===== src/assert_macros.svh =====
// Assertion macros used by the RTL.
`ifndef ASSERT_MACROS_SVH
`define ASSERT_MACROS_SVH

// Checked only outside reset.
`define DBAD_ASSERT(lbl, prop, msg) \
  lbl: assert property (@(posedge clk_i) disable iff (!rst_ni) prop) else $error(msg);

// Checked at every rising edge, reset included.
`define DBAD_ASSERT_ALWAYS(lbl, prop, msg) \
  lbl: assert property (@(posedge clk_i) prop) else $error(msg);

`endif


===== src/dbad_pkg.sv =====
// Types, codes and helpers for the disk block allocator directory.
`timescale 1ns / 1ps
package dbad_pkg;

  parameter int DBAD_ENTRIES          = 16;
  parameter int DBAD_TOTAL_BLOCKS     = 96;
  parameter int DBAD_BLOCKS_PER_ENTRY = 16;

  localparam int NAME_BYTES = 8;
  localparam int TYPE_BYTES = 3;

  // command kinds
  localparam logic [2:0] K_CLEAR = 3'd0;
  localparam logic [2:0] K_OPEN  = 3'd1;
  localparam logic [2:0] K_ALLOC = 3'd2;
  localparam logic [2:0] K_DEL   = 3'd3;
  localparam logic [2:0] K_LIST  = 3'd4;

  // result status codes
  localparam logic [2:0] STS_DONE     = 3'd0;
  localparam logic [2:0] STS_OPENED   = 3'd1;
  localparam logic [2:0] STS_CREATED  = 3'd2;
  localparam logic [2:0] STS_BAD_NAME = 3'd3;
  localparam logic [2:0] STS_DIR_FULL = 3'd4;
  localparam logic [2:0] STS_NOT_OPEN = 3'd5;
  localparam logic [2:0] STS_FILE_FUL = 3'd6;
  localparam logic [2:0] STS_DISK_FUL = 3'd7;

  typedef struct packed {
    logic [63:0] name;
    logic [23:0] ftype;
    logic [4:0]  count;
  } dir_t;

  // keep bytes up to the first zero byte
  function automatic logic [63:0] trim_name(input logic [63:0] v);
    logic [63:0] r;
    logic        stop;
    r    = '0;
    stop = 1'b0;
    for (int i = 0; i < NAME_BYTES; i++) begin
      if (v[8*i +: 8] == 8'd0) stop = 1'b1;
      if (!stop) r[8*i +: 8] = v[8*i +: 8];
    end
    return r;
  endfunction

  function automatic logic [23:0] trim_type(input logic [23:0] v);
    logic [23:0] r;
    logic        stop;
    r    = '0;
    stop = 1'b0;
    for (int i = 0; i < TYPE_BYTES; i++) begin
      if (v[8*i +: 8] == 8'd0) stop = 1'b1;
      if (!stop) r[8*i +: 8] = v[8*i +: 8];
    end
    return r;
  endfunction

endpackage


===== src/disk_block_allocator_directory.sv =====
// Top level: file directory and first-fit bitmap block allocator.
`timescale 1ns / 1ps
//
// Channel   Signals                                            Handshake
// command   kind_i file_name_i file_type_i entry_i             start & !busy
// result    status_o entry_index_o block_number_o last_o       valid_o, one cycle
//
// Work per command: clear disk writes CLR_N addresses (CLR_N =
// max(TOTAL_BLOCKS, ENTRIES*BLOCKS_PER_ENTRY), 256 by default); open/create
// reads up to ENTRIES directory entries; allocate reads the free map from
// block 1 up; delete and list walk BLOCKS_PER_ENTRY slots; rejects and unknown
// kinds answer without a walk. Each walk step is a registered read, then a check.
// Reset starts a clearing pass of CLR_N addresses over all three memories,
// with busy high; it gives no result. Results cannot be stalled; list gives
// BLOCKS_PER_ENTRY results, last set on the final one.
//
// State: directory memory (name, type, count per entry), block-list memory
// (ENTRIES*BLOCKS_PER_ENTRY slots) and free-map memory (one bit per block).
// One command runs at a time, so every write lands before the next read.
module disk_block_allocator_directory #(
  parameter int ENTRIES          = dbad_pkg::DBAD_ENTRIES,
  parameter int TOTAL_BLOCKS     = dbad_pkg::DBAD_TOTAL_BLOCKS,
  parameter int BLOCKS_PER_ENTRY = dbad_pkg::DBAD_BLOCKS_PER_ENTRY
) (
  input  logic              clk_i,
  input  logic              rst_ni,
  input  logic              start,
  output logic              busy,
  input  logic [2:0]        kind_i,
  input  logic [63:0]       file_name_i,
  input  logic [23:0]       file_type_i,
  input  logic signed [4:0] entry_i,
  output logic              valid_o,
  output logic [2:0]        status_o,
  output logic [3:0]        entry_index_o,
  output logic [6:0]        block_number_o,
  output logic              last_o
);
  import dbad_pkg::*;
  `include "assert_macros.svh"

  localparam int SLOTS = ENTRIES * BLOCKS_PER_ENTRY;
  localparam int CLR_N = (SLOTS > TOTAL_BLOCKS) ? SLOTS : TOTAL_BLOCKS;
  localparam int CW    = $clog2(CLR_N + 1);
  localparam int EW    = (ENTRIES > 1) ? $clog2(ENTRIES) : 1;
  localparam int SW    = (BLOCKS_PER_ENTRY > 1) ? $clog2(BLOCKS_PER_ENTRY) : 1;
  localparam int BAW   = (SLOTS > 1) ? $clog2(SLOTS) : 1;
  localparam int FAW   = $clog2(TOTAL_BLOCKS);

  localparam logic [3:0] S_CLR     = 4'd0;
  localparam logic [3:0] S_IDLE    = 4'd1;
  localparam logic [3:0] S_DIR_RD  = 4'd2;
  localparam logic [3:0] S_DIR_CK  = 4'd3;
  localparam logic [3:0] S_ENT_CK  = 4'd4;
  localparam logic [3:0] S_FREE_RD = 4'd5;
  localparam logic [3:0] S_FREE_CK = 4'd6;
  localparam logic [3:0] S_DEL_RD  = 4'd7;
  localparam logic [3:0] S_DEL_CK  = 4'd8;
  localparam logic [3:0] S_LST_RD  = 4'd9;
  localparam logic [3:0] S_LST_CK  = 4'd10;

  // memories
  dir_t       dir_mem  [ENTRIES];
  logic [6:0] blk_mem  [SLOTS];
  logic       free_mem [TOTAL_BLOCKS];

  dir_t             dir_rd_q, dir_wd;
  logic [6:0]       blk_rd_q, blk_wd;
  logic             free_rd_q, free_wd;
  logic             dir_we, blk_we, free_we;
  logic [EW-1:0]    dir_ra, dir_wa;
  logic [BAW-1:0]   blk_ra, blk_wa;
  logic [FAW-1:0]   free_ra, free_wa;

  // control
  logic [3:0]       state_q, state_d;
  logic [CW-1:0]    cnt_q, cnt_d;
  logic             clr_emit_q, clr_emit_d;
  logic             have_q, have_d;
  logic [EW-1:0]    empty_q, empty_d;

  // per-command data
  logic [2:0]       kind_q, kind_d;
  logic [63:0]      name_q, name_d;
  logic [23:0]      type_q, type_d;
  logic [EW-1:0]    e_q, e_d;
  dir_t             ent_q, ent_d;

  // result register
  logic             valid_q;
  logic [2:0]       status_q;
  logic [3:0]       idx_q;
  logic [6:0]       blkn_q;
  logic             last_q;
  logic             emit_c, last_c;
  logic [2:0]       sts_c;
  logic [3:0]       idx_c;
  logic [6:0]       blkn_c;

  logic [4:0]       eraw;
  logic             ent_ok;
  logic [63:0]      name_trim;
  logic [BAW-1:0]   slot_addr;

  assign eraw      = entry_i;
  assign ent_ok    = !eraw[4] && (eraw < 5'(ENTRIES));
  assign name_trim = trim_name(file_name_i);
  assign busy      = (state_q != S_IDLE);

  // slot address of the open entry: the counter walks slots, except on append
  assign slot_addr = BAW'(e_q) * BAW'(BLOCKS_PER_ENTRY) +
                     ((state_q == S_FREE_CK) ? BAW'(ent_q.count[SW-1:0])
                                             : BAW'(cnt_q[SW-1:0]));

  always_comb begin
    dir_ra  = (state_q == S_IDLE) ? eraw[EW-1:0] : cnt_q[EW-1:0];
    blk_ra  = slot_addr;
    free_ra = cnt_q[FAW-1:0];
  end

  always_comb begin
    state_d    = state_q;
    cnt_d      = cnt_q;
    clr_emit_d = clr_emit_q;
    have_d     = have_q;
    empty_d    = empty_q;
    kind_d     = kind_q;
    name_d     = name_q;
    type_d     = type_q;
    e_d        = e_q;
    ent_d      = ent_q;
    dir_we     = 1'b0;
    dir_wa     = e_q;
    dir_wd     = '0;
    blk_we     = 1'b0;
    blk_wa     = slot_addr;
    blk_wd     = '0;
    free_we    = 1'b0;
    free_wa    = cnt_q[FAW-1:0];
    free_wd    = 1'b0;
    emit_c     = 1'b0;
    sts_c      = STS_DONE;
    idx_c      = '0;
    blkn_c     = '0;
    last_c     = 1'b1;

    unique case (state_q)
      S_CLR: begin
        // one entry of each memory per cycle
        dir_we  = cnt_q < CW'(ENTRIES);
        dir_wa  = cnt_q[EW-1:0];
        blk_we  = cnt_q < CW'(SLOTS);
        blk_wa  = cnt_q[BAW-1:0];
        free_we = cnt_q < CW'(TOTAL_BLOCKS);
        if (cnt_q == CW'(CLR_N - 1)) begin
          emit_c  = clr_emit_q;
          state_d = S_IDLE;
        end else begin
          cnt_d = cnt_q + 1'b1;
        end
      end
      S_IDLE: begin
        if (start) begin
          kind_d = kind_i;
          name_d = name_trim;
          type_d = trim_type(file_type_i);
          e_d    = eraw[EW-1:0];
          cnt_d  = '0;
          unique case (kind_i)
            K_CLEAR: begin
              clr_emit_d = 1'b1;
              state_d    = S_CLR;
            end
            K_OPEN: begin
              if (name_trim == '0) begin
                emit_c = 1'b1;
                sts_c  = STS_BAD_NAME;
              end else begin
                have_d  = 1'b0;
                state_d = S_DIR_RD;
              end
            end
            K_ALLOC, K_DEL, K_LIST: begin
              if (!ent_ok) begin
                emit_c = 1'b1;
                sts_c  = STS_NOT_OPEN;
              end else begin
                state_d = S_ENT_CK;
              end
            end
            default: emit_c = 1'b1;
          endcase
        end
      end
      S_DIR_RD: state_d = S_DIR_CK;
      S_DIR_CK: begin
        if (dir_rd_q.name == name_q && dir_rd_q.ftype == type_q) begin
          emit_c  = 1'b1;
          sts_c   = STS_OPENED;
          idx_c   = 4'(cnt_q[EW-1:0]);
          state_d = S_IDLE;
        end else begin
          if (dir_rd_q.name == '0 && !have_q) begin
            have_d  = 1'b1;
            empty_d = cnt_q[EW-1:0];
          end
          if (cnt_q == CW'(ENTRIES - 1)) begin
            emit_c  = 1'b1;
            state_d = S_IDLE;
            if (have_d) begin
              dir_we       = 1'b1;
              dir_wa       = empty_d;
              dir_wd.name  = name_q;
              dir_wd.ftype = type_q;
              sts_c        = STS_CREATED;
              idx_c        = 4'(empty_d);
            end else begin
              sts_c = STS_DIR_FULL;
            end
          end else begin
            cnt_d   = cnt_q + 1'b1;
            state_d = S_DIR_RD;
          end
        end
      end
      S_ENT_CK: begin
        ent_d = dir_rd_q;
        if (dir_rd_q.name == '0) begin
          emit_c  = 1'b1;
          sts_c   = STS_NOT_OPEN;
          state_d = S_IDLE;
        end else begin
          priority case (kind_q)
            K_ALLOC: begin
              if (dir_rd_q.count >= 5'(BLOCKS_PER_ENTRY)) begin
                emit_c  = 1'b1;
                sts_c   = STS_FILE_FUL;
                idx_c   = 4'(e_q);
                state_d = S_IDLE;
              end else begin
                cnt_d   = CW'(1);
                state_d = S_FREE_RD;
              end
            end
            K_DEL:   state_d = S_DEL_RD;
            default: state_d = S_LST_RD;
          endcase
        end
      end
      S_FREE_RD: state_d = S_FREE_CK;
      S_FREE_CK: begin
        if (!free_rd_q) begin
          free_we      = 1'b1;
          free_wd      = 1'b1;
          blk_we       = 1'b1;
          blk_wd       = 7'(cnt_q);
          dir_we       = 1'b1;
          dir_wd       = ent_q;
          dir_wd.count = ent_q.count + 5'd1;
          emit_c       = 1'b1;
          idx_c        = 4'(e_q);
          blkn_c       = 7'(cnt_q);
          state_d      = S_IDLE;
        end else if (cnt_q == CW'(TOTAL_BLOCKS - 1)) begin
          emit_c  = 1'b1;
          sts_c   = STS_DISK_FUL;
          idx_c   = 4'(e_q);
          state_d = S_IDLE;
        end else begin
          cnt_d   = cnt_q + 1'b1;
          state_d = S_FREE_RD;
        end
      end
      S_DEL_RD: state_d = S_DEL_CK;
      S_DEL_CK: begin
        // free counted blocks, zero every slot
        free_wa = blk_rd_q[FAW-1:0];
        free_we = (5'(cnt_q) < ent_q.count) && (blk_rd_q < 7'(TOTAL_BLOCKS));
        blk_we  = 1'b1;
        if (cnt_q == CW'(BLOCKS_PER_ENTRY - 1)) begin
          dir_we  = 1'b1;
          emit_c  = 1'b1;
          idx_c   = 4'(e_q);
          state_d = S_IDLE;
        end else begin
          cnt_d   = cnt_q + 1'b1;
          state_d = S_DEL_RD;
        end
      end
      S_LST_RD: state_d = S_LST_CK;
      S_LST_CK: begin
        emit_c = 1'b1;
        idx_c  = 4'(e_q);
        blkn_c = blk_rd_q;
        if (cnt_q == CW'(BLOCKS_PER_ENTRY - 1)) begin
          state_d = S_IDLE;
        end else begin
          last_c  = 1'b0;
          cnt_d   = cnt_q + 1'b1;
          state_d = S_LST_RD;
        end
      end
      default: state_d = S_IDLE;
    endcase
  end

  // memory ports
  always_ff @(posedge clk_i) begin
    if (dir_we) dir_mem[dir_wa] <= dir_wd;
    dir_rd_q <= dir_mem[dir_ra];
  end

  always_ff @(posedge clk_i) begin
    if (blk_we) blk_mem[blk_wa] <= blk_wd;
    blk_rd_q <= blk_mem[blk_ra];
  end

  always_ff @(posedge clk_i) begin
    if (free_we) free_mem[free_wa] <= free_wd;
    free_rd_q <= free_mem[free_ra];
  end

  always_ff @(posedge clk_i or negedge rst_ni) begin
    if (!rst_ni) begin
      state_q    <= S_CLR;
      cnt_q      <= '0;
      clr_emit_q <= 1'b0;
      have_q     <= 1'b0;
      valid_q    <= 1'b0;
    end else begin
      state_q    <= state_d;
      cnt_q      <= cnt_d;
      clr_emit_q <= clr_emit_d;
      have_q     <= have_d;
      valid_q    <= emit_c;
    end
  end

  always_ff @(posedge clk_i) begin
    kind_q   <= kind_d;
    name_q   <= name_d;
    type_q   <= type_d;
    e_q      <= e_d;
    ent_q    <= ent_d;
    empty_q  <= empty_d;
    status_q <= sts_c;
    idx_q    <= idx_c;
    blkn_q   <= blkn_c;
    last_q   <= last_c;
  end

  assign valid_o        = valid_q;
  assign status_o       = status_q;
  assign entry_index_o  = idx_q;
  assign block_number_o = blkn_q;
  assign last_o         = last_q;

  `DBAD_ASSERT(a_last_idle, ((valid_o && last_o) |-> (state_q == S_IDLE)), "last result while busy")
  `DBAD_ASSERT(a_mid_list, ((valid_o && !last_o) |-> (state_q == S_LST_RD)), "stray partial result")
  `DBAD_ASSERT(a_caused, (valid_o |-> ($past(busy) || $past(start))), "result without command")
  `DBAD_ASSERT_ALWAYS(a_clr_quiet, ((state_q == S_CLR) |-> !valid_o), "result during clear pass")

endmodule


===== config.mk =====
export PLATFORM = sky130hd
export DESIGN_NAME = disk_block_allocator_directory
export DESIGN_NICKNAME = d
export VERILOG_FILES = /design/src/dbad_pkg.sv /design/src/disk_block_allocator_directory.sv
export VERILOG_INCLUDE_DIRS = /design/src /design/src/src
export SDC_FILE = /design/constraint.sdc
export NUM_CORES = 2
export LEC_CHECK = 0
export ABC_AREA = 1
export BUFFER_PORTS_ARGS = -buffer_cell sky130_fd_sc_hd__clkbuf_2
export CAP_MARGIN = 30
export CORE_MARGIN = 1.5
export CORE_UTILIZATION = 57
export DETAILED_ROUTE_END_ITERATION = 12
export PLACE_DENSITY_LB_ADDON = 0.3
export REMOVE_ABC_BUFFERS = 1
export SLEW_MARGIN = 25
export SYNTH_ARGS = -nofsm -noshare
export SYNTH_HDL_FRONTEND = slang
export SYNTH_SLANG_ARGS = --single-unit

===== constraint.sdc =====
create_clock -name clk_i -period 8 [get_ports clk_i]
set_clock_uncertainty 0.2 [all_clocks]
set_input_delay 0.4 -clock clk_i [delete_from_list [all_inputs] [get_ports clk_i]]
set_output_delay 0.4 -clock clk_i [all_outputs]
set_load 0.005 [all_outputs]

==> results.cfg <==
[run_status]
status = complete, no violations

[route]
drt-total-wl_mm = 403
vias_per_cell = 5.90
antenna_left = 0
vias = 104000
drt-pass1-iter-count = 6
avgRoutedWirePerCell_um = 22.9
drc = 0
first_iter_violations = 12600

[synth]
synth_flop_cell = edfxtp_1
synthTopCellsByArea = edfxtp_1 70%, nand2_1 6.7%, nand3_1 5.0%
async_flop_share_pct = 0.432
yosysWarnings = 0
avgSynthCellArea_um2 = 11.2
synth-seq-cells = 3700
synth_edf_count = 3568
synth_top_cell_area_share_pct = 69.8
syn_area_um2 = 154000
yosysSeqAreaShare_pct = 71.5
ys_types = 50
syn_inst = 13700
yosys.area.top_type = edfxtp_1

[layout]
nets = 13800
layout_common_cells = 3568 x edfxtp_1, 2747 x nand2_1, 1768 x nor2_1, 1529 x nand3_1, 1483 x inv_1
syn_to_final_growth_pct = 11.3
drive_gt1_share_pct = 6.58
nFillCells = 19700
final_common_cell = edfxtp_1

[timing]
max_freq_ghz = 0.167
fin_crit_sh_pct = 75.0
slew-limit-headroom_pct = 26.3
maxSlewViolCount = 0
hold_violations = 0
worst_slack_ns = 2.00
layout_min_cycle_time_ns = 6.00
rsz0062_at_grt = no
fin_tns_setup_ns = 0
tightest_slew_ns = 1.10
setup_viol = 0

[global_routing]
grt_pass1_vias = 101000
overflow = 0
grt_start_max_net_pins = 222
grt_usage_pct = 29.2
antenna_found_initial = 16
grt_first_pass_wirelength_mm = 606

[placed_design]
dpl.hpwl_mm = 223
portBuffers = 115
place_congestion = 0.889
dp_worst_setup_slack_ns = 2.29

[critical_path]
crit_chain = nor2_1 > nand3_1 > nor2_1 > nand2_1 > nor2_1 > nand2_1 > a21oi_2 > nand2_1 > nor2_4 > buf_4 > inv_2 > nand2_2 > inv_1 > nor2_1 > nand2_1 > nor2_4 > buf_4
cp_max_fo = 31
crit_type = flip-flop to flip-flop
end_kind = flip-flop
cp.arrival_ns = 6.33
cpMaxStageDelayCell = nor2_4
cpPeakStageDelay_ns = 0.77
critPathLaunchType = flip-flop
critPathRequiredTime_ns = 8.33

[clocking]
cts_setup_buffers = 0
clk_pin_slew_ns = 0.06
cts_sinks = 3700
clock_path_buffers = 4
cts_inserted_buffers = 369
cts_tree = yes
clock-root-buffer = clkbuf_16
htreeDepth = 5
clock_latency_ns = 0.97

[floorplanning]
core_um2 = 268000
io_pins = 116
die_width_um = 522
dieArea_um2 = 273000
start_util_pct = 57.3
row_count = 190
die_height_um = 522

[worst_hold_path]
hp-class = input port to flip-flop

[pwr]
pwr_density_cell_nw_per_um2 = 221
p_leak_nw = 60.8
ir_drop_mv = 0.219

[run]
cap_violations = 0
worst paths after layout:
path                                      start                         to  slack [ns]  cells past startpoint
min reg2reg                 dir_rd_q[0]$_DFF_P_         ent_q[0]$_DFFE_PP_        0.20                      0
min in group asynchronous                rst_ni       cnt_q[8]$_DFFE_PN0P_        0.53                      3
max reg2reg                dir_rd_q[88]$_DFF_P_  dir_mem[10][29]$_DFFE_PP_        2.00                     17
min                              file_type_i[4]    type_q[4]$_SDFFCE_PP0P_        0.06                      2
max in group asynchronous                rst_ni         have_q$_DFFE_PN0P_        6.53                      3
max                        dir_rd_q[88]$_DFF_P_  dir_mem[10][29]$_DFFE_PP_        2.00                     17
cell families after synthesis:
family                   count (synthesis)  share of synthesized area (%)
flip-flops                            3700                           71.5
AND/OR/NAND/NOR                       6203                           16.6
XOR/XNOR                                29                          0.165
AO/OA/AOI/OAI                         1461                           5.77
adder cells (fa/ha/maj)                  7                         0.0570
buffers and inverters                 2299                           5.92
critical path: cells and delay by family (launching register included):
family          cells  cell delay (ns)
buf+inv             4             1.48
flops               1             0.34
compound gates      1             0.27
simple gates       12             3.20
layer usage:
layer / GRT usage, % / part of all wire, % / vias to the layer above
li1: - / - / 46900
met2: 47.9 / 48 / 5771
met1: 38.3 / 38 / 50200
met4: 13.3 / 4.6 / 16
met3: 5.17 / 9.8 / 993
met5: 0 / 0.024 / -
repair_timing:
action | 4_1_cts | 5_1_grt
hold buffers | 124 | 0
resized for setup | 0 | 0
setup endpoints to repair | 0 | 0
hold endpoints to repair | 123 | 0
where the power goes:
| group | total, W | internal, W | switching [W] |
|---|---|---|---|
| registers | 0.0209 | 0.0209 | 0.000000127 |
| logic | 0.000145 | 0.0000677 | 0.0000775 |
| clock network | 0.0168 | 0.00948 | 0.00731 |
| total | 0.0379 | 0.0305 | 0.00739 |
flip-flops by register name, indices dropped and copies added (netlist names), 9 cells and up:
register  count
dir_mem    1488
blk_mem    1792
type_q       24
ent_q        93
free_mem     96
cnt_q         9
name_q       64
dir_rd_q     93
synthesized netlist by cell type, types with 3 or more instances:
cell,n
edfxtp_1,3568
nand2_1,2749
nor2_1,1794
nand3_1,1529
inv_1,1487
o21ai_0,870
clkbuf_1,427
buf_2,300
o211ai_1,236
o32ai_1,120
dfxtp_1,116
nor3_1,80
o221ai_1,77
o21ai_1,70
buf_1,54
a22o_1,26
xor2_1,22
a21oi_1,19
buf_4,18
nand4_1,18
dfrtp_1,16
nor4_1,15
o22ai_1,13
inv_2,9
ha_1,7
xnor2_1,7
nor2_2,5
o31ai_1,5
o21a_1,4
nor2_4,3
o21ai_2,3
or2_2,3
per-stage QoR:
step                      cell area, µm²  hold slack (ns)  utilization, %  power, W  std cells
after CTS                         171000          0.00423            63.7    0.0380      17600
after floorplan                   150000          -0.0956               -    0.0213      12900
after detailed placement          158000            0.174            58.9    0.0214      16800
final                             171000           0.0567            63.8    0.0379      17600
after global routing              171000           0.0464            63.8    0.0387      17600
after global placement            158000            0.173            58.8    0.0214      16800
cell type report:
cell class                 instances  area [µm²]  area share [%]
clock buffer                     470        9810            5.74
clock inverter                   218        1890            1.11
tap                             3552        4440            2.60
multi-input combinational       7700       34900            20.4
timing repair buffer             470        4290            2.51
inverter                        1498        5650            3.30
sequential                      3700      110000            64.3
antenna                           12        30.0          0.0176
Power figures use the tool's default switching activity.
